`src/rtl/core/tts_pkg.sv`:
```
// ----------------------------------------------------------------------------
// tts_pkg
// Shared constants and types of the thermistor temperature stability block.
// ----------------------------------------------------------------------------
`default_nettype none

package tts_pkg;

  // sensor and divider
  localparam int unsigned ADC_LEVELS          = 4096;
  localparam int unsigned BETA_KELVIN         = 3950;
  localparam int unsigned NOMINAL_OHMS        = 10000;
  localparam int unsigned SERIES_OHMS         = 10000;
  localparam int unsigned NOMINAL_CENTIKELVIN = 29815;

  // field widths
  localparam int CODE_W     = 12;
  localparam int TEMP_W     = 16;
  localparam int THR_W      = 16;
  localparam int NEED_W     = 8;
  localparam int PROG_W     = 7;
  localparam int EVENT_W    = 3;
  localparam int CFG_IDX_W  = 1;
  localparam int CFG_DATA_W = 16;

  // register indexes
  localparam logic [CFG_IDX_W-1:0] CFG_THRESHOLD = 1'd0;
  localparam logic [CFG_IDX_W-1:0] CFG_NEEDED    = 1'd1;

  // event codes of a result
  typedef enum logic [EVENT_W-1:0] {
    EV_QUIET       = 3'd0,
    EV_VARIATION   = 3'd1,
    EV_PROGRESS    = 3'd2,
    EV_STABLE_NEW  = 3'd3,
    EV_STABLE_SAME = 3'd4
  } event_e;

  // log2 datapath
  localparam longint unsigned OHMS_MAX =
    (SERIES_OHMS > NOMINAL_OHMS) ? longint'(SERIES_OHMS) : longint'(NOMINAL_OHMS);
  localparam longint unsigned PROD_MAX = OHMS_MAX * longint'(ADC_LEVELS - 1);
  localparam int PROD_W  = $clog2(PROD_MAX + 1);
  localparam int EXP_W   = $clog2(PROD_W);
  localparam int FRAC_W  = 24;
  localparam int FBIT_W  = $clog2(FRAC_W);
  localparam int MANT_W  = 31;
  localparam int LOG_W   = EXP_W + FRAC_W;

  // ln2 in q30
  localparam int LN2_W = 30;
  localparam logic [LN2_W-1:0] LN2_Q30 = 30'd744261118;

  // beta equation terms
  localparam longint unsigned NUMQ =
    longint'(BETA_KELVIN) * 64'd100 * (64'd1 << FRAC_W);
  localparam longint unsigned B_VAL = NUMQ / NOMINAL_CENTIKELVIN;
  localparam int B_W   = $clog2(B_VAL + 1);
  localparam int S_W   = ((LOG_W > B_W) ? LOG_W : B_W) + 2;
  localparam int NQ_W  = $clog2(NUMQ + 1);
  localparam int N_W   = ((NQ_W > S_W - 1) ? NQ_W : S_W - 1) + 1;
  localparam int DCNT_W = $clog2(N_W);

  // celsius conversion and saturation
  localparam int ZERO_C_CK = 27315;
  localparam int HOT_C     = 30000;
  localparam int SAT_Q     = HOT_C + ZERO_C_CK;
  localparam logic signed [TEMP_W-1:0] TEMP_HOT  = TEMP_W'(HOT_C);
  localparam logic signed [TEMP_W-1:0] TEMP_COLD = TEMP_W'(-ZERO_C_CK);

  // progress division
  localparam int CNT_MAX = 2**NEED_W - 1;
  localparam int PCT     = 100;
  localparam int PNUM_W  = $clog2(CNT_MAX * PCT + 1);
  localparam int PCNT_W  = $clog2(PNUM_W);

  // queue between conversion and tracking
  localparam int QDEPTH = 2;
  localparam int QPTR_W = $clog2(QDEPTH);
  localparam int QCNT_W = $clog2(QDEPTH + 1);

  typedef struct packed {
    logic [THR_W-1:0]  threshold;
    logic [NEED_W-1:0] needed;
  } cfg_t;

  typedef struct packed {
    logic                     push;
    logic signed [TEMP_W-1:0] temp;
  } q_wr_t;

  typedef struct packed {
    logic                     full;
    logic                     empty;
    logic signed [TEMP_W-1:0] temp;
  } q_rd_t;

endpackage

`default_nettype wire

```
`src/rtl/core/tts_queue.sv`:
```
// ----------------------------------------------------------------------------
// tts_queue
// Short fifo of converted temperatures between the front and back ends.
// ----------------------------------------------------------------------------
`default_nettype none

module tts_queue (
  input  logic            clk_i,
  input  logic            rst_ni,
  input  tts_pkg::q_wr_t  wr_i,
  input  logic            pop_i,
  output tts_pkg::q_rd_t  rd_o
);
  import tts_pkg::*;

  logic signed [TEMP_W-1:0] mem_q [QDEPTH];
  logic [QPTR_W-1:0]        wr_ptr_q;
  logic [QPTR_W-1:0]        rd_ptr_q;
  logic [QCNT_W-1:0]        cnt_q;

  always_ff @(posedge clk_i) begin
    if (wr_i.push) begin
      mem_q[wr_ptr_q] <= wr_i.temp;
    end
  end

  always_ff @(posedge clk_i or negedge rst_ni) begin
    if (!rst_ni) begin
      wr_ptr_q <= '0;
      rd_ptr_q <= '0;
      cnt_q    <= '0;
    end else begin
      if (wr_i.push) begin
        wr_ptr_q <= (wr_ptr_q == QPTR_W'(QDEPTH - 1)) ? '0 : wr_ptr_q + 1'b1;
      end
      if (pop_i) begin
        rd_ptr_q <= (rd_ptr_q == QPTR_W'(QDEPTH - 1)) ? '0 : rd_ptr_q + 1'b1;
      end
      if (wr_i.push && !pop_i) begin
        cnt_q <= cnt_q + 1'b1;
      end else if (pop_i && !wr_i.push) begin
        cnt_q <= cnt_q - 1'b1;
      end
    end
  end

  assign rd_o.full  = (cnt_q == QCNT_W'(QDEPTH));
  assign rd_o.empty = (cnt_q == '0);
  assign rd_o.temp  = mem_q[rd_ptr_q];

endmodule

`default_nettype wire

```
`config.mk`:
```
export PLATFORM = sky130hd
export DESIGN_NAME = tts_queue
export DESIGN_NICKNAME = d
export VERILOG_FILES = /design/src/rtl/core/tts_pkg.sv /design/src/rtl/core/tts_queue.sv
export SDC_FILE = /design/constraint.sdc
export NUM_CORES = 1
export LEC_CHECK = 0
export BUFFER_PORTS_ARGS = -buffer_cell sky130_fd_sc_hd__buf_4
export CORE_ASPECT_RATIO = 0.8
export CORE_MARGIN = 2
export CORE_UTILIZATION = 54
export DETAILED_ROUTE_END_ITERATION = 10
export GPL_ROUTABILITY_DRIVEN = 0
export GPL_TIMING_DRIVEN = 0
export PLACE_DENSITY = 0.94
export SYNTH_ARGS = -nofsm -noshare
export SYNTH_HDL_FRONTEND = slang
export SYNTH_SLANG_ARGS = --single-unit
```
`constraint.sdc`:
```
create_clock -name clk_i -period 2.55 [get_ports clk_i]
set_input_delay 0.255 -clock clk_i [delete_from_list [all_inputs] [get_ports clk_i]]
set_output_delay 0.255 -clock clk_i [all_outputs]
set_load 0.02 [all_outputs]
```
==> flow_summary.toml <==
[run_status]
status = "finished clean"

[final_layout]
layout-drive-gt1-share_pct = 54.46
layout_commonest_cell = "buf_4"
multi_input_area_um2 = 299.0
finalInstanceArea_um2 = 1777
antenna_cells = 0
postLayoutCoreUtil_pct = 72.75
final_cell_mix = "buf_4, edfxtp_1, mux2_4, mux2_2, clkbuf_4"
final_cell_count_no_fill = 148
ff_latch_area_um2 = 1061
nets = 132
fillers = 177
syn2layout_area_growth_pct = 27.58

[synthesis]
netlist_area_um2 = 1393
ys_seq_elements = 36
synth-xor-area-share_pct = 3.145
synth_cell_types = 13
synth_top_family_by_area = "multiplexers"
synth_adder_area_share_pct = 0.8985
ys_seq_area_share_pct = 76.19
syn_inst = 66
synthSimpleGateAreaFrac_pct = 1.887
synth_compound_area_share_pct = 0
synth_nets = 87
synth_mux_area_share_pct = 15.36
avgSynthCellArea_um2 = 21.10
synth_warnings = 0

[setup_path]
crit_start = "rd_ptr_q"
crit_type = "reg2out"
rr_startpoint = "wr_ptr_q"
regToRegSetupSlack_ns = 1.09
critPathCaptureType = "output port"
cp_top_family = "buffers and inverters"
crit_buf_inv = 3
critPathMaxStageDelay_ns = 0.39
rr_endpoint = "mem_q[0][14]"
path_depth = 4
cp-endpoint = "rd_o[6]"
cpMaxStageDelayCell = "dfrtp_1"
path_cells = "buf_6, buf_12, mux2_4, buf_4"
worstPathRequired_ns = 2.30
rr_worst_depth = 1
start_kind = "flip-flop"
cp_max_fo = 10
arrival_ns = 1.46

[timing]
period_minus_slack_ns = 1.713
worstMarginPinSlew_ns = 0.8193
rsz0062_at_grt = "false"
finalHoldViolCount = 0
finalWorstSetupSlack_ns = 0.8374
clock_skew_ns = 0.009076
slew_viol_final = 0
finalSetupViolCount = 0
fin_crit_sh_pct = 67.16
tns_ns = 0
holdWs_ns = 0.1106
max_freq_ghz = 0.5839
slew_headroom_pct = 45.13

[route]
via_per_inst = 4.858
drc = 0
wl_per_cell_um = 14.59
ant_nets = 0
wl_mm = 2.159
vias = 719
drtIter0Drc = 19
first_pass_iters = 4

[floorplanning]
fp.dieW_um = 60.78
fp.dieH_um = 49.42
num_io_pins = 38
start_util_pct = 57.02
dieArea_um2 = 3004
fp.coreArea_um2 = 2442
core.rowCount = 16

[power]
seqPwrFrac_pct = 44.5
peakVddDrop_uv = 684.3
switchingPower_mw = 0.6041
pwr-share-clk_pct = 14.3
total_power_mw = 1.900
cellLeakagePower_nw = 0.7194
power_density_nw_per_um2 = 1069
p_int_mw = 1.296
combPwrFrac_pct = 41.2
swShare_pct = 31.79

[global_routing]
grt_pass1_wl_mm = 3.222
track_usage_pct = 15.88
globalRoute.totalOverflow = 0
antenna_found_initial = 0
grt_pass1_vias = 746
grt_max_degree = 17

[clock_tree]
clkTransAtPathRegs_ns = 0.10
cts_tree = "built"
clk-insertion-delay-late_ns = 0.32
cts_inserted_buffers = 5
cts_max_level = 2
cts_root_buffer = "clkbuf_4"
cts.sinks = 36
clockBufferDepth = 2

[worst_hold_path]
hp-class = "in2reg"

[job]
drv_cap = 0

[placed_design]
dpl_cell_area_um2 = 1715
hpwl_mm = 1.511
io_buffers = 37
place_inst = 139
place_ws_ns = 0.6544
cells by family (layout without fill, tap and decap cells):
logic type,after synthesis,after routing
buffers and inverters,3,49
adder cells (fa/ha/maj),1,1
XOR/XNOR,5,5
multiplexers,16,16
AND/OR/NAND/NOR,5,5
flip-flops,36,36
power by group through the flow:
stage,combinational [mW],clock [mW],sequential (mW)
global placement,0.774,0,0.848
floorplan,0.530,0,0.842
detailed placement,0.790,0,0.860
finish,0.783,0.272,0.845
CTS,0.794,0.278,0.847
global route,0.831,0.310,0.858
routing by layer:
metal / vias to the layer above / part of all wire (%) / track usage, %
met5: - / 0 / 0
met4: 0 / 0.60 / 5.435
met3: 2 / 5.5 / 6.631
met1: 356 / 39 / 17.92
met2: 25 / 55 / 26.70
li1: 336 / - / -
final cells by class:
class                   instances  area share (%)
flip-flops and latches         36           59.72
repair buffers                 38           16.20
multi-input cells              27           16.83
clock inverters                 1          0.2113
plain buffers                   2           1.761
inverters                       1          0.2113
well taps                      36           2.535
clock buffers                   7           2.535
state kept, by name (all words and copies together), names as in the netlist:
| signal | count |
|---|---|
| mem_q | 32 |
| cnt_q | 2 |
| rd_ptr_q | 1 |
| wr_ptr_q | 1 |
cells in the mapped netlist (all sizes together):
library cell  number  area share, %
nor2               2           0.54
xor2               4            2.5
dfrtp              4            7.2
edfxtp            32             69
nor2b              2           0.90
mux2              16             15
and2               1           0.45
buf                2            2.2
xnor2              1           0.63
inv                1           0.27
ha                 1           0.90
timing repair:
action,in CTS,in global routing
gates resized for setup,0,0
hold endpoints to repair,4,0
hold buffers,1,0
setup buffers,0,0
worst min path at each step:
stage               depth (start not counted)  slack, ns           to     from
global placement                            1       0.05     cnt_q[1]   rst_ni
CTS                                         2       0.10     rd_ptr_q    pop_i
floorplan                                   0      -0.04     cnt_q[0]   rst_ni
global route                                1       0.09  mem_q[1][1]  wr_i[1]
detailed placement                          1       0.06     cnt_q[0]   rst_ni
finish                                      2       0.11     rd_ptr_q    pop_i
Note: power is estimated with default switching activity, not from simulation.
