`src/rtl/core/tts_pkg.sv`:
```
// ----------------------------------------------------------------------------
// tts_pkg
// Shared constants and types of the thermistor temperature stability block.
// ----------------------------------------------------------------------------
`default_nettype none

package tts_pkg;

  // sensor and divider
  localparam int unsigned ADC_LEVELS          = 4096;
  localparam int unsigned BETA_KELVIN         = 3950;
  localparam int unsigned NOMINAL_OHMS        = 10000;
  localparam int unsigned SERIES_OHMS         = 10000;
  localparam int unsigned NOMINAL_CENTIKELVIN = 29815;

  // field widths
  localparam int CODE_W     = 12;
  localparam int TEMP_W     = 16;
  localparam int THR_W      = 16;
  localparam int NEED_W     = 8;
  localparam int PROG_W     = 7;
  localparam int EVENT_W    = 3;
  localparam int CFG_IDX_W  = 1;
  localparam int CFG_DATA_W = 16;

  // register indexes
  localparam logic [CFG_IDX_W-1:0] CFG_THRESHOLD = 1'd0;
  localparam logic [CFG_IDX_W-1:0] CFG_NEEDED    = 1'd1;

  // event codes of a result
  typedef enum logic [EVENT_W-1:0] {
    EV_QUIET       = 3'd0,
    EV_VARIATION   = 3'd1,
    EV_PROGRESS    = 3'd2,
    EV_STABLE_NEW  = 3'd3,
    EV_STABLE_SAME = 3'd4
  } event_e;

  // log2 datapath
  localparam longint unsigned OHMS_MAX =
    (SERIES_OHMS > NOMINAL_OHMS) ? longint'(SERIES_OHMS) : longint'(NOMINAL_OHMS);
  localparam longint unsigned PROD_MAX = OHMS_MAX * longint'(ADC_LEVELS - 1);
  localparam int PROD_W  = $clog2(PROD_MAX + 1);
  localparam int EXP_W   = $clog2(PROD_W);
  localparam int FRAC_W  = 24;
  localparam int FBIT_W  = $clog2(FRAC_W);
  localparam int MANT_W  = 31;
  localparam int LOG_W   = EXP_W + FRAC_W;

  // ln2 in q30
  localparam int LN2_W = 30;
  localparam logic [LN2_W-1:0] LN2_Q30 = 30'd744261118;

  // beta equation terms
  localparam longint unsigned NUMQ =
    longint'(BETA_KELVIN) * 64'd100 * (64'd1 << FRAC_W);
  localparam longint unsigned B_VAL = NUMQ / NOMINAL_CENTIKELVIN;
  localparam int B_W   = $clog2(B_VAL + 1);
  localparam int S_W   = ((LOG_W > B_W) ? LOG_W : B_W) + 2;
  localparam int NQ_W  = $clog2(NUMQ + 1);
  localparam int N_W   = ((NQ_W > S_W - 1) ? NQ_W : S_W - 1) + 1;
  localparam int DCNT_W = $clog2(N_W);

  // celsius conversion and saturation
  localparam int ZERO_C_CK = 27315;
  localparam int HOT_C     = 30000;
  localparam int SAT_Q     = HOT_C + ZERO_C_CK;
  localparam logic signed [TEMP_W-1:0] TEMP_HOT  = TEMP_W'(HOT_C);
  localparam logic signed [TEMP_W-1:0] TEMP_COLD = TEMP_W'(-ZERO_C_CK);

  // progress division
  localparam int CNT_MAX = 2**NEED_W - 1;
  localparam int PCT     = 100;
  localparam int PNUM_W  = $clog2(CNT_MAX * PCT + 1);
  localparam int PCNT_W  = $clog2(PNUM_W);

  // queue between conversion and tracking
  localparam int QDEPTH = 2;
  localparam int QPTR_W = $clog2(QDEPTH);
  localparam int QCNT_W = $clog2(QDEPTH + 1);

  typedef struct packed {
    logic [THR_W-1:0]  threshold;
    logic [NEED_W-1:0] needed;
  } cfg_t;

  typedef struct packed {
    logic                     push;
    logic signed [TEMP_W-1:0] temp;
  } q_wr_t;

  typedef struct packed {
    logic                     full;
    logic                     empty;
    logic signed [TEMP_W-1:0] temp;
  } q_rd_t;

endpackage

`default_nettype wire

```
`src/rtl/core/tts_track.sv`:
```
// ----------------------------------------------------------------------------
// tts_track
// Back end: stability tracking of the converted readings, progress
// division and the result register.
// ----------------------------------------------------------------------------
`default_nettype none

module tts_track (
  input  logic                               clk_i,
  input  logic                               rst_ni,
  input  tts_pkg::cfg_t                      cfg_i,
  input  tts_pkg::q_rd_t                     rd_i,
  output logic                               pop_o,
  output logic                               out_valid_o,
  input  logic                               out_stall_i,
  output logic signed [tts_pkg::TEMP_W-1:0]  temperature_now_o,
  output logic signed [tts_pkg::TEMP_W-1:0]  stable_value_o,
  output logic                               stable_flag_o,
  output logic                               variation_flag_o,
  output logic [tts_pkg::PROG_W-1:0]         progress_percent_o,
  output logic [tts_pkg::EVENT_W-1:0]        event_code_o
);
  import tts_pkg::*;

  typedef enum logic [1:0] {T_IDLE, T_DIV, T_FIN, T_OUT} state_e;

  function automatic logic [TEMP_W:0] abs_diff(input logic signed [TEMP_W-1:0] a,
                                               input logic signed [TEMP_W-1:0] b);
    logic signed [TEMP_W:0] d;
    logic signed [TEMP_W:0] dn;
    d  = $signed({a[TEMP_W-1], a}) - $signed({b[TEMP_W-1], b});
    dn = -d;
    return d[TEMP_W] ? dn : d;
  endfunction

  state_e                   state_q;
  event_e                   event_q;
  logic signed [TEMP_W-1:0] cur_q;
  logic signed [TEMP_W-1:0] prev_q;
  logic signed [TEMP_W-1:0] stable_q;
  logic [NEED_W-1:0]        count_q;
  logic                     watch_q;
  logic                     settled_q;
  logic [PNUM_W-1:0]        pnum_q;
  logic [NEED_W-1:0]        prem_q;
  logic [PCNT_W-1:0]        pcnt_q;
  logic [PROG_W-1:0]        prog_q;

  logic [NEED_W-1:0]        need_eff;
  logic [NEED_W-1:0]        count_inc;
  logic                     big_step;
  logic                     big_move;
  logic [NEED_W:0]          prem_sh;
  logic [NEED_W:0]          prem_sub;
  logic                     prem_ge;

  assign need_eff  = (cfg_i.needed == '0) ? NEED_W'(1) : cfg_i.needed;
  assign count_inc = (count_q == NEED_W'(CNT_MAX)) ? count_q : count_q + 1'b1;
  assign big_step  = abs_diff(rd_i.temp, prev_q) > {1'b0, cfg_i.threshold};
  assign big_move  = abs_diff(cur_q, stable_q) > {1'b0, cfg_i.threshold};
  assign prem_sh   = {prem_q, pnum_q[PNUM_W-1]};
  assign prem_sub  = prem_sh - {1'b0, need_eff};
  assign prem_ge   = (prem_sh >= {1'b0, need_eff});
  assign pop_o     = (state_q == T_IDLE) && !rd_i.empty;

  always_ff @(posedge clk_i or negedge rst_ni) begin
    if (!rst_ni) begin
      state_q   <= T_IDLE;
      event_q   <= EV_QUIET;
      cur_q     <= '0;
      prev_q    <= '0;
      stable_q  <= '0;
      count_q   <= '0;
      watch_q   <= 1'b0;
      settled_q <= 1'b0;
      pnum_q    <= '0;
      prem_q    <= '0;
      pcnt_q    <= '0;
      prog_q    <= '0;
    end else begin
      case (state_q)
        T_IDLE: begin
          if (!rd_i.empty) begin
            cur_q  <= rd_i.temp;
            prev_q <= rd_i.temp;
            if (big_step) begin
              watch_q   <= 1'b1;
              settled_q <= 1'b0;
              count_q   <= '0;
              prog_q    <= '0;
              event_q   <= EV_VARIATION;
              state_q   <= T_OUT;
            end else if (watch_q) begin
              count_q <= count_inc;
              pnum_q  <= PNUM_W'(PNUM_W'(count_inc) * PNUM_W'(PCT));
              prem_q  <= '0;
              pcnt_q  <= PCNT_W'(PNUM_W - 1);
              state_q <= T_DIV;
            end else begin
              prog_q  <= '0;
              event_q <= EV_QUIET;
              state_q <= T_OUT;
            end
          end
        end
        T_DIV: begin
          prem_q <= prem_ge ? prem_sub[NEED_W-1:0] : prem_sh[NEED_W-1:0];
          pnum_q <= {pnum_q[PNUM_W-2:0], prem_ge};
          if (pcnt_q == '0) begin
            state_q <= T_FIN;
          end else begin
            pcnt_q <= pcnt_q - 1'b1;
          end
        end
        T_FIN: begin
          prog_q <= (pnum_q > PNUM_W'(PCT)) ? PROG_W'(PCT) : pnum_q[PROG_W-1:0];
          if (count_q >= need_eff) begin
            settled_q <= 1'b1;
            watch_q   <= 1'b0;
            if (big_move) begin
              stable_q <= cur_q;
              event_q  <= EV_STABLE_NEW;
            end else begin
              event_q  <= EV_STABLE_SAME;
            end
          end else begin
            event_q <= EV_PROGRESS;
          end
          state_q <= T_OUT;
        end
        T_OUT: begin
          if (!out_stall_i) begin
            state_q <= T_IDLE;
          end
        end
        default: begin
          state_q <= T_IDLE;
        end
      endcase
    end
  end

  assign out_valid_o        = (state_q == T_OUT);
  assign temperature_now_o  = cur_q;
  assign stable_value_o     = stable_q;
  assign stable_flag_o      = settled_q;
  assign variation_flag_o   = watch_q;
  assign progress_percent_o = prog_q;
  assign event_code_o       = event_q;

endmodule

`default_nettype wire

```
`config.mk`:
```
export PLATFORM = sky130hd
export DESIGN_NAME = tts_track
export DESIGN_NICKNAME = d
export VERILOG_FILES = /design/src/rtl/core/tts_pkg.sv /design/src/rtl/core/tts_track.sv
export SDC_FILE = /design/constraint.sdc
export NUM_CORES = 1
export LEC_CHECK = 0
export ABC_AREA = 1
export BUFFER_PORTS_ARGS = -buffer_cell sky130_fd_sc_hd__buf_2
export CAP_MARGIN = 20
export CORE_MARGIN = 2
export CORE_UTILIZATION = 40
export CTS_CLUSTER_SIZE = 24
export DETAILED_ROUTE_END_ITERATION = 10
export PLACE_DENSITY = 0.63
export SLEW_MARGIN = 20
export SYNTH_ARGS = -nofsm -noshare
export SYNTH_HDL_FRONTEND = slang
export SYNTH_SLANG_ARGS = --single-unit
```
`constraint.sdc`:
```
create_clock -name clk_i -period 4.7 [get_ports clk_i]
set_clock_uncertainty 0.05 [all_clocks]
set_input_delay 0.47 -clock clk_i [delete_from_list [all_inputs] [get_ports clk_i]]
set_output_delay 0.47 -clock clk_i [all_outputs]
set_load 0.01 [all_outputs]
```
==> flow_summary.html <==
<table>
<tr><th>Metric</th><th>Value</th></tr>
<tr><th colspan="2">Clock tree</th></tr>
<tr><td>Clock tree from TritonCTS</td><td>done</td></tr>
<tr><td>Clock transition at the registers of the reported paths</td><td>70 ps</td></tr>
<tr><td>TritonCTS Buffers</td><td>9</td></tr>
<tr><td>Num Clock Sinks</td><td>81</td></tr>
<tr><td>Maximum number of buffers from clock root to sink</td><td>2</td></tr>
<tr><td>Clock latency reported for the late side of the worst-skew pair</td><td>340 ps</td></tr>
<tr><td>Count of H-tree levels built during CTS</td><td>3</td></tr>
<tr><td>Library cell used as clock root buffer</td><td>sky130_fd_sc_hd__clkbuf_16</td></tr>
<tr><th colspan="2">Synth</th></tr>
<tr><td>Count of mapped cells out of synthesis</td><td>1335</td></tr>
<tr><td>Post-synth top flop</td><td>sky130_fd_sc_hd__dfrtp_1</td></tr>
<tr><td>Count of flip-flops with a built-in enable after synthesis</td><td>0</td></tr>
<tr><td>Mapped Nets</td><td>1501</td></tr>
<tr><td>Fraction of registers with async set or reset after synthesis</td><td>100%</td></tr>
<tr><td>Average footprint of a synthesized cell</td><td>6.58 sq um</td></tr>
<tr><td>Synth cell types</td><td>45</td></tr>
<tr><td>Yosys reg bits</td><td>81</td></tr>
<tr><td>Yosys warning count</td><td>0</td></tr>
<tr><td>Total standard cell area after synthesis</td><td>8790 sq um</td></tr>
<tr><td>Sequential-to-total area share from yosys stat</td><td>23.1%</td></tr>
<tr><th colspan="2">Route</th></tr>
<tr><td>Routed length per placed instance</td><td>13.5 um</td></tr>
<tr><td>Post-DRT Antenna Nets</td><td>0</td></tr>
<tr><td>Detail-routed via count per cell</td><td>4.93</td></tr>
<tr><td>1st-iter DRT viols</td><td>481</td></tr>
<tr><td>DR vias</td><td>8450</td></tr>
<tr><td>Total routed wirelength</td><td>23100 um</td></tr>
<tr><td>Remaining design rule violation count</td><td>0</td></tr>
<tr><td>Detailed-routing iteration count for the pre-antenna-repair pass</td><td>5</td></tr>
<tr><th colspan="2">Floorplan</th></tr>
<tr><td>DIE WIDTH</td><td>152 um</td></tr>
<tr><td>I/O pin cnt</td><td>91</td></tr>
<tr><td>Die Y</td><td>152 um</td></tr>
<tr><td>Starting utilization of the core area</td><td>40.5%</td></tr>
<tr><td>Core area</td><td>21700 sq um</td></tr>
<tr><td>Floorplan die area</td><td>23200 sq um</td></tr>
<tr><td>Standard-cell row count</td><td>54</td></tr>
<tr><th colspan="2">STA</th></tr>
<tr><td>Peak Freq</td><td>231 MHz</td></tr>
<tr><td>Worst Hold Margin</td><td>305 ps</td></tr>
<tr><td>Crit path time final</td><td>4330 ps</td></tr>
<tr><td>Share of the cycle needed by the critical path after routing</td><td>92.2%</td></tr>
<tr><td>Transition time at the pin with the least slew margin</td><td>938 ps</td></tr>
<tr><td>Final Setup Violations</td><td>0</td></tr>
<tr><td>Hold violation count in the final report</td><td>0</td></tr>
<tr><td>Number of slew-limit violations in the final report</td><td>0</td></tr>
<tr><td>Remaining max-slew budget at the tightest pin</td><td>37.5%</td></tr>
<tr><th colspan="2">Final layout</th></tr>
<tr><td>Final standard cell count with taps included and fillers excluded</td><td>1715</td></tr>
<tr><td>Final cell area excluding filler cells</td><td>9990 sq um</td></tr>
<tr><td>Final net count</td><td>1596</td></tr>
<tr><td>Area Growth Syn to Fin</td><td>13.7%</td></tr>
<tr><td>Antenna cell count</td><td>0</td></tr>
<tr><td>Fraction of final layout cells sized beyond drive strength 1</td><td>11.6%</td></tr>
<tr><th colspan="2">Global route</th></tr>
<tr><td>Number of antenna violations at the first check in global routing</td><td>0</td></tr>
<tr><td>Pin count of the biggest net entering global routing</td><td>61</td></tr>
<tr><td>Vias in the first global route</td><td>7816</td></tr>
<tr><td>Global-route wire length before repair</td><td>39000 um</td></tr>
<tr><td>Overall fraction of global-route tracks in use</td><td>20.3%</td></tr>
<tr><td>Global route total overflow</td><td>0</td></tr>
<tr><th colspan="2">Placement</th></tr>
<tr><td>Placer congestion estimate</td><td>0.897</td></tr>
<tr><td>Half-perimeter wire length of the detailed placement result</td><td>19100 um</td></tr>
<tr><td>DP Area</td><td>9620 sq um</td></tr>
<tr><td>Total instance count after detailed placement</td><td>1698</td></tr>
<tr><td>Quantity of I/O buffers inserted on ports</td><td>89</td></tr>
<tr><th colspan="2">Power</th></tr>
<tr><td>Internal portion of total power</td><td>3.49 mW</td></tr>
<tr><td>Switching power summed over all nets</td><td>4.28 mW</td></tr>
<tr><td>Power per cell area</td><td>778 nW/um^2</td></tr>
<tr><td>Power share of the combinational group</td><td>76.3%</td></tr>
<tr><td>Pwr Total</td><td>7.77 mW</td></tr>
<tr><td>Power share of the sequential group</td><td>14.1%</td></tr>
<tr><td>Worst supply voltage drop on vdd</td><td>0.299 mV</td></tr>
<tr><td>Leak Pwr</td><td>5.73 nW</td></tr>
<tr><td>Relative contribution of the clock network to total power</td><td>9.6%</td></tr>
<tr><td>Net switching share of the total power</td><td>55.1%</td></tr>
<tr><th colspan="2">Run</th></tr>
<tr><td>Max-cap violations</td><td>0</td></tr>
<tr><th colspan="2">Worst setup path</th></tr>
<tr><td>Startpoint-to-endpoint class of the critical path</td><td>reg -&gt; reg</td></tr>
<tr><td>Critical path data arrival time</td><td>4510 ps</td></tr>
<tr><td>Kind of start point of the critical path</td><td>register</td></tr>
<tr><td>Slowest stage cell on the critical path</td><td>sky130_fd_sc_hd__dfrtp_1</td></tr>
<tr><td>Delay of the slowest critical-path stage</td><td>410 ps</td></tr>
<tr><td>Slack of the worst reg-to-reg path</td><td>370 ps</td></tr>
<tr><td>Sort of element at the end of the critical path</td><td>register</td></tr>
<tr><td>Worst path most repeated cell</td><td>sky130_fd_sc_hd__nand2_1</td></tr>
<tr><td>Required time at the endpoint of the critical path</td><td>4880 ps</td></tr>
<tr><td>CP Max Fanout</td><td>23</td></tr>
<tr><th colspan="2">Outcome</th></tr>
<tr><td>Outcome</td><td>complete, no violations</td></tr>
<tr><th colspan="2">Hold path</th></tr>
<tr><td>Hold Path Class</td><td>in -&gt; reg</td></tr>
</table>
[power groups by stage]
stage	sequential, mW	combinational (mW)	clock [mW]
6_report	1.09	5.93	0.748
5_1_grt	1.12	6.83	0.796
4_1_cts	1.09	5.89	0.767
3_5_place_dp	1.10	5.87	0
3_3_place_gp	1.10	5.73	0
2_1_floorplan	1.10	4.35	0
[timing repair]
| action | 4_1_cts | 5_1_grt |
|---|---|---|
| setup buffers | 0 | 0 |
| hold endpoints to repair | 21 | 0 |
| resized for setup | 0 | 10 |
| hold buffers | 1 | 0 |
| setup endpoints to repair | 0 | 58 |
[path summary, 6_finish.rpt]
kind                                    endpoint             startpoint  depth (start not counted)
hold reg to reg            progress_percent_o[2]  progress_percent_o[2]                          2
setup / recovery                       pnum_q[9]              prev_q[0]                         35
max in group asynchronous      stable_value_o[6]                 rst_ni                          3
hold / removal                        prev_q[14]               rd_i[14]                          3
min in group asynchronous  progress_percent_o[5]                 rst_ni                          2
setup reg to reg                       pnum_q[9]              prev_q[0]                         35
[sequential cells by signal (all words and copies together) (netlist names)]
name	cells
prev_q	16
pcnt_q	4
variation_flag_o	1
stable_flag_o	1
prem_q	8
state_q	2
event_code_o	3
progress_percent_o	7
stable_value_o	16
pnum_q	15
count_q	8
[cells in the final DEF, fill, tap and decap left out, types with 6 or more instances in the layout]
cell / synthesis / routed
sky130_fd_sc_hd__nand2_1: 423 / 421
sky130_fd_sc_hd__inv_1: 222 / 222
sky130_fd_sc_hd__ha_1: 115 / 115
sky130_fd_sc_hd__buf_2: 5 / 88
sky130_fd_sc_hd__nor2_1: 86 / 84
sky130_fd_sc_hd__dfrtp_1: 81 / 81
sky130_fd_sc_hd__nand3_1: 66 / 66
sky130_fd_sc_hd__a21oi_1: 58 / 58
sky130_fd_sc_hd__o21ai_0: 57 / 56
sky130_fd_sc_hd__nand4_1: 50 / 50
sky130_fd_sc_hd__xor2_1: 33 / 31
sky130_fd_sc_hd__buf_4: 3 / 18
sky130_fd_sc_hd__xnor2_1: 16 / 15
sky130_fd_sc_hd__o21ai_1: 13 / 14
sky130_fd_sc_hd__nor3_1: 11 / 10
sky130_fd_sc_hd__nand3b_1: 9 / 9
sky130_fd_sc_hd__nand2_2: 8 / 9
sky130_fd_sc_hd__clkbuf_16: 0 / 9
sky130_fd_sc_hd__nand3_2: 7 / 7
sky130_fd_sc_hd__fa_1: 6 / 6
[metal layers]
metal / share of wire [%] / vias up / global-route usage (%)
met2: 43 / 185 / 31.7
met4: 0.98 / 0 / 3.83
met5: 0 / - / 0
met1: 51 / 3773 / 29.7
li1: - / 4478 / -
met3: 5.3 / 14 / 3.38
[through the flow]
step / setup WS, ps / TNS (ps) / utilization [%]
finish: 367 / 0 / 46.1
global route: -16.8 / -25.5 / 46.1
CTS: 167 / 0 / 45.9
detailed placement: -12.5 / -15.0 / 44.4
global placement: 133 / 0 / 44.4
floorplan: 697 / 0 / -
[critical path, delay by kind of cell (launching register included)]
family                   cells  cell delay (ps)
AND/OR/NAND/NOR             26             2020
adder cells (fa/ha/maj)      3              900
flip-flops                   1              410
XOR/XNOR                     1              190
buffers and inverters        5              620
[logic make-up (layout without fill, tap and decap cells)]
family          after synthesis  in the layout  synth area share, %
compound gates              151            151                 9.31
xor+xnor                     50             50                 5.07
fa+ha+maj                   121            121                 17.7
buf+inv                     254            354                 11.3
flops                        81             81                 23.1
simple gates                678            678                 33.5
[cell type report]
cell class / count / area [sq um]
clock buffer: 11 / 253
inverter: 229 / 863
sequential: 81 / 2030
clock inverter: 5 / 61.3
timing repair buffer: 109 / 626
multi-input combinational: 1000 / 5810
fill: 2315 / 11700
tap: 280 / 350
[cells in the mapped netlist (5+ instances only)]
master                     number  area (sq um)
sky130_fd_sc_hd__xor2_1        33           289
sky130_fd_sc_hd__nor3_1        11          55.1
sky130_fd_sc_hd__xnor2_1       16           140
sky130_fd_sc_hd__ha_1         115          1440
sky130_fd_sc_hd__clkbuf_1      13          48.8
sky130_fd_sc_hd__nand3_2        7          70.1
sky130_fd_sc_hd__nand3_1       66           330
sky130_fd_sc_hd__o21ai_1       13          65.1
sky130_fd_sc_hd__nand4_1       50           313
sky130_fd_sc_hd__buf_2          5          25.0
sky130_fd_sc_hd__o21ai_0       57           285
sky130_fd_sc_hd__a211oi_1       5          37.5
sky130_fd_sc_hd__nor2_1        86           323
sky130_fd_sc_hd__o21bai_1       5          37.5
sky130_fd_sc_hd__nor4_1         5          31.3
sky130_fd_sc_hd__dfrtp_1       81          2030
sky130_fd_sc_hd__nand2_1      423          1590
sky130_fd_sc_hd__nand2_2        8          50.1
sky130_fd_sc_hd__fa_1           6           120
sky130_fd_sc_hd__a21oi_1       58           290
sky130_fd_sc_hd__inv_1        222           833
sky130_fd_sc_hd__nand3b_1       9          67.6
sky130_fd_sc_hd__inv_2          5          18.8
Note: power is estimated with default switching activity, not from simulation.
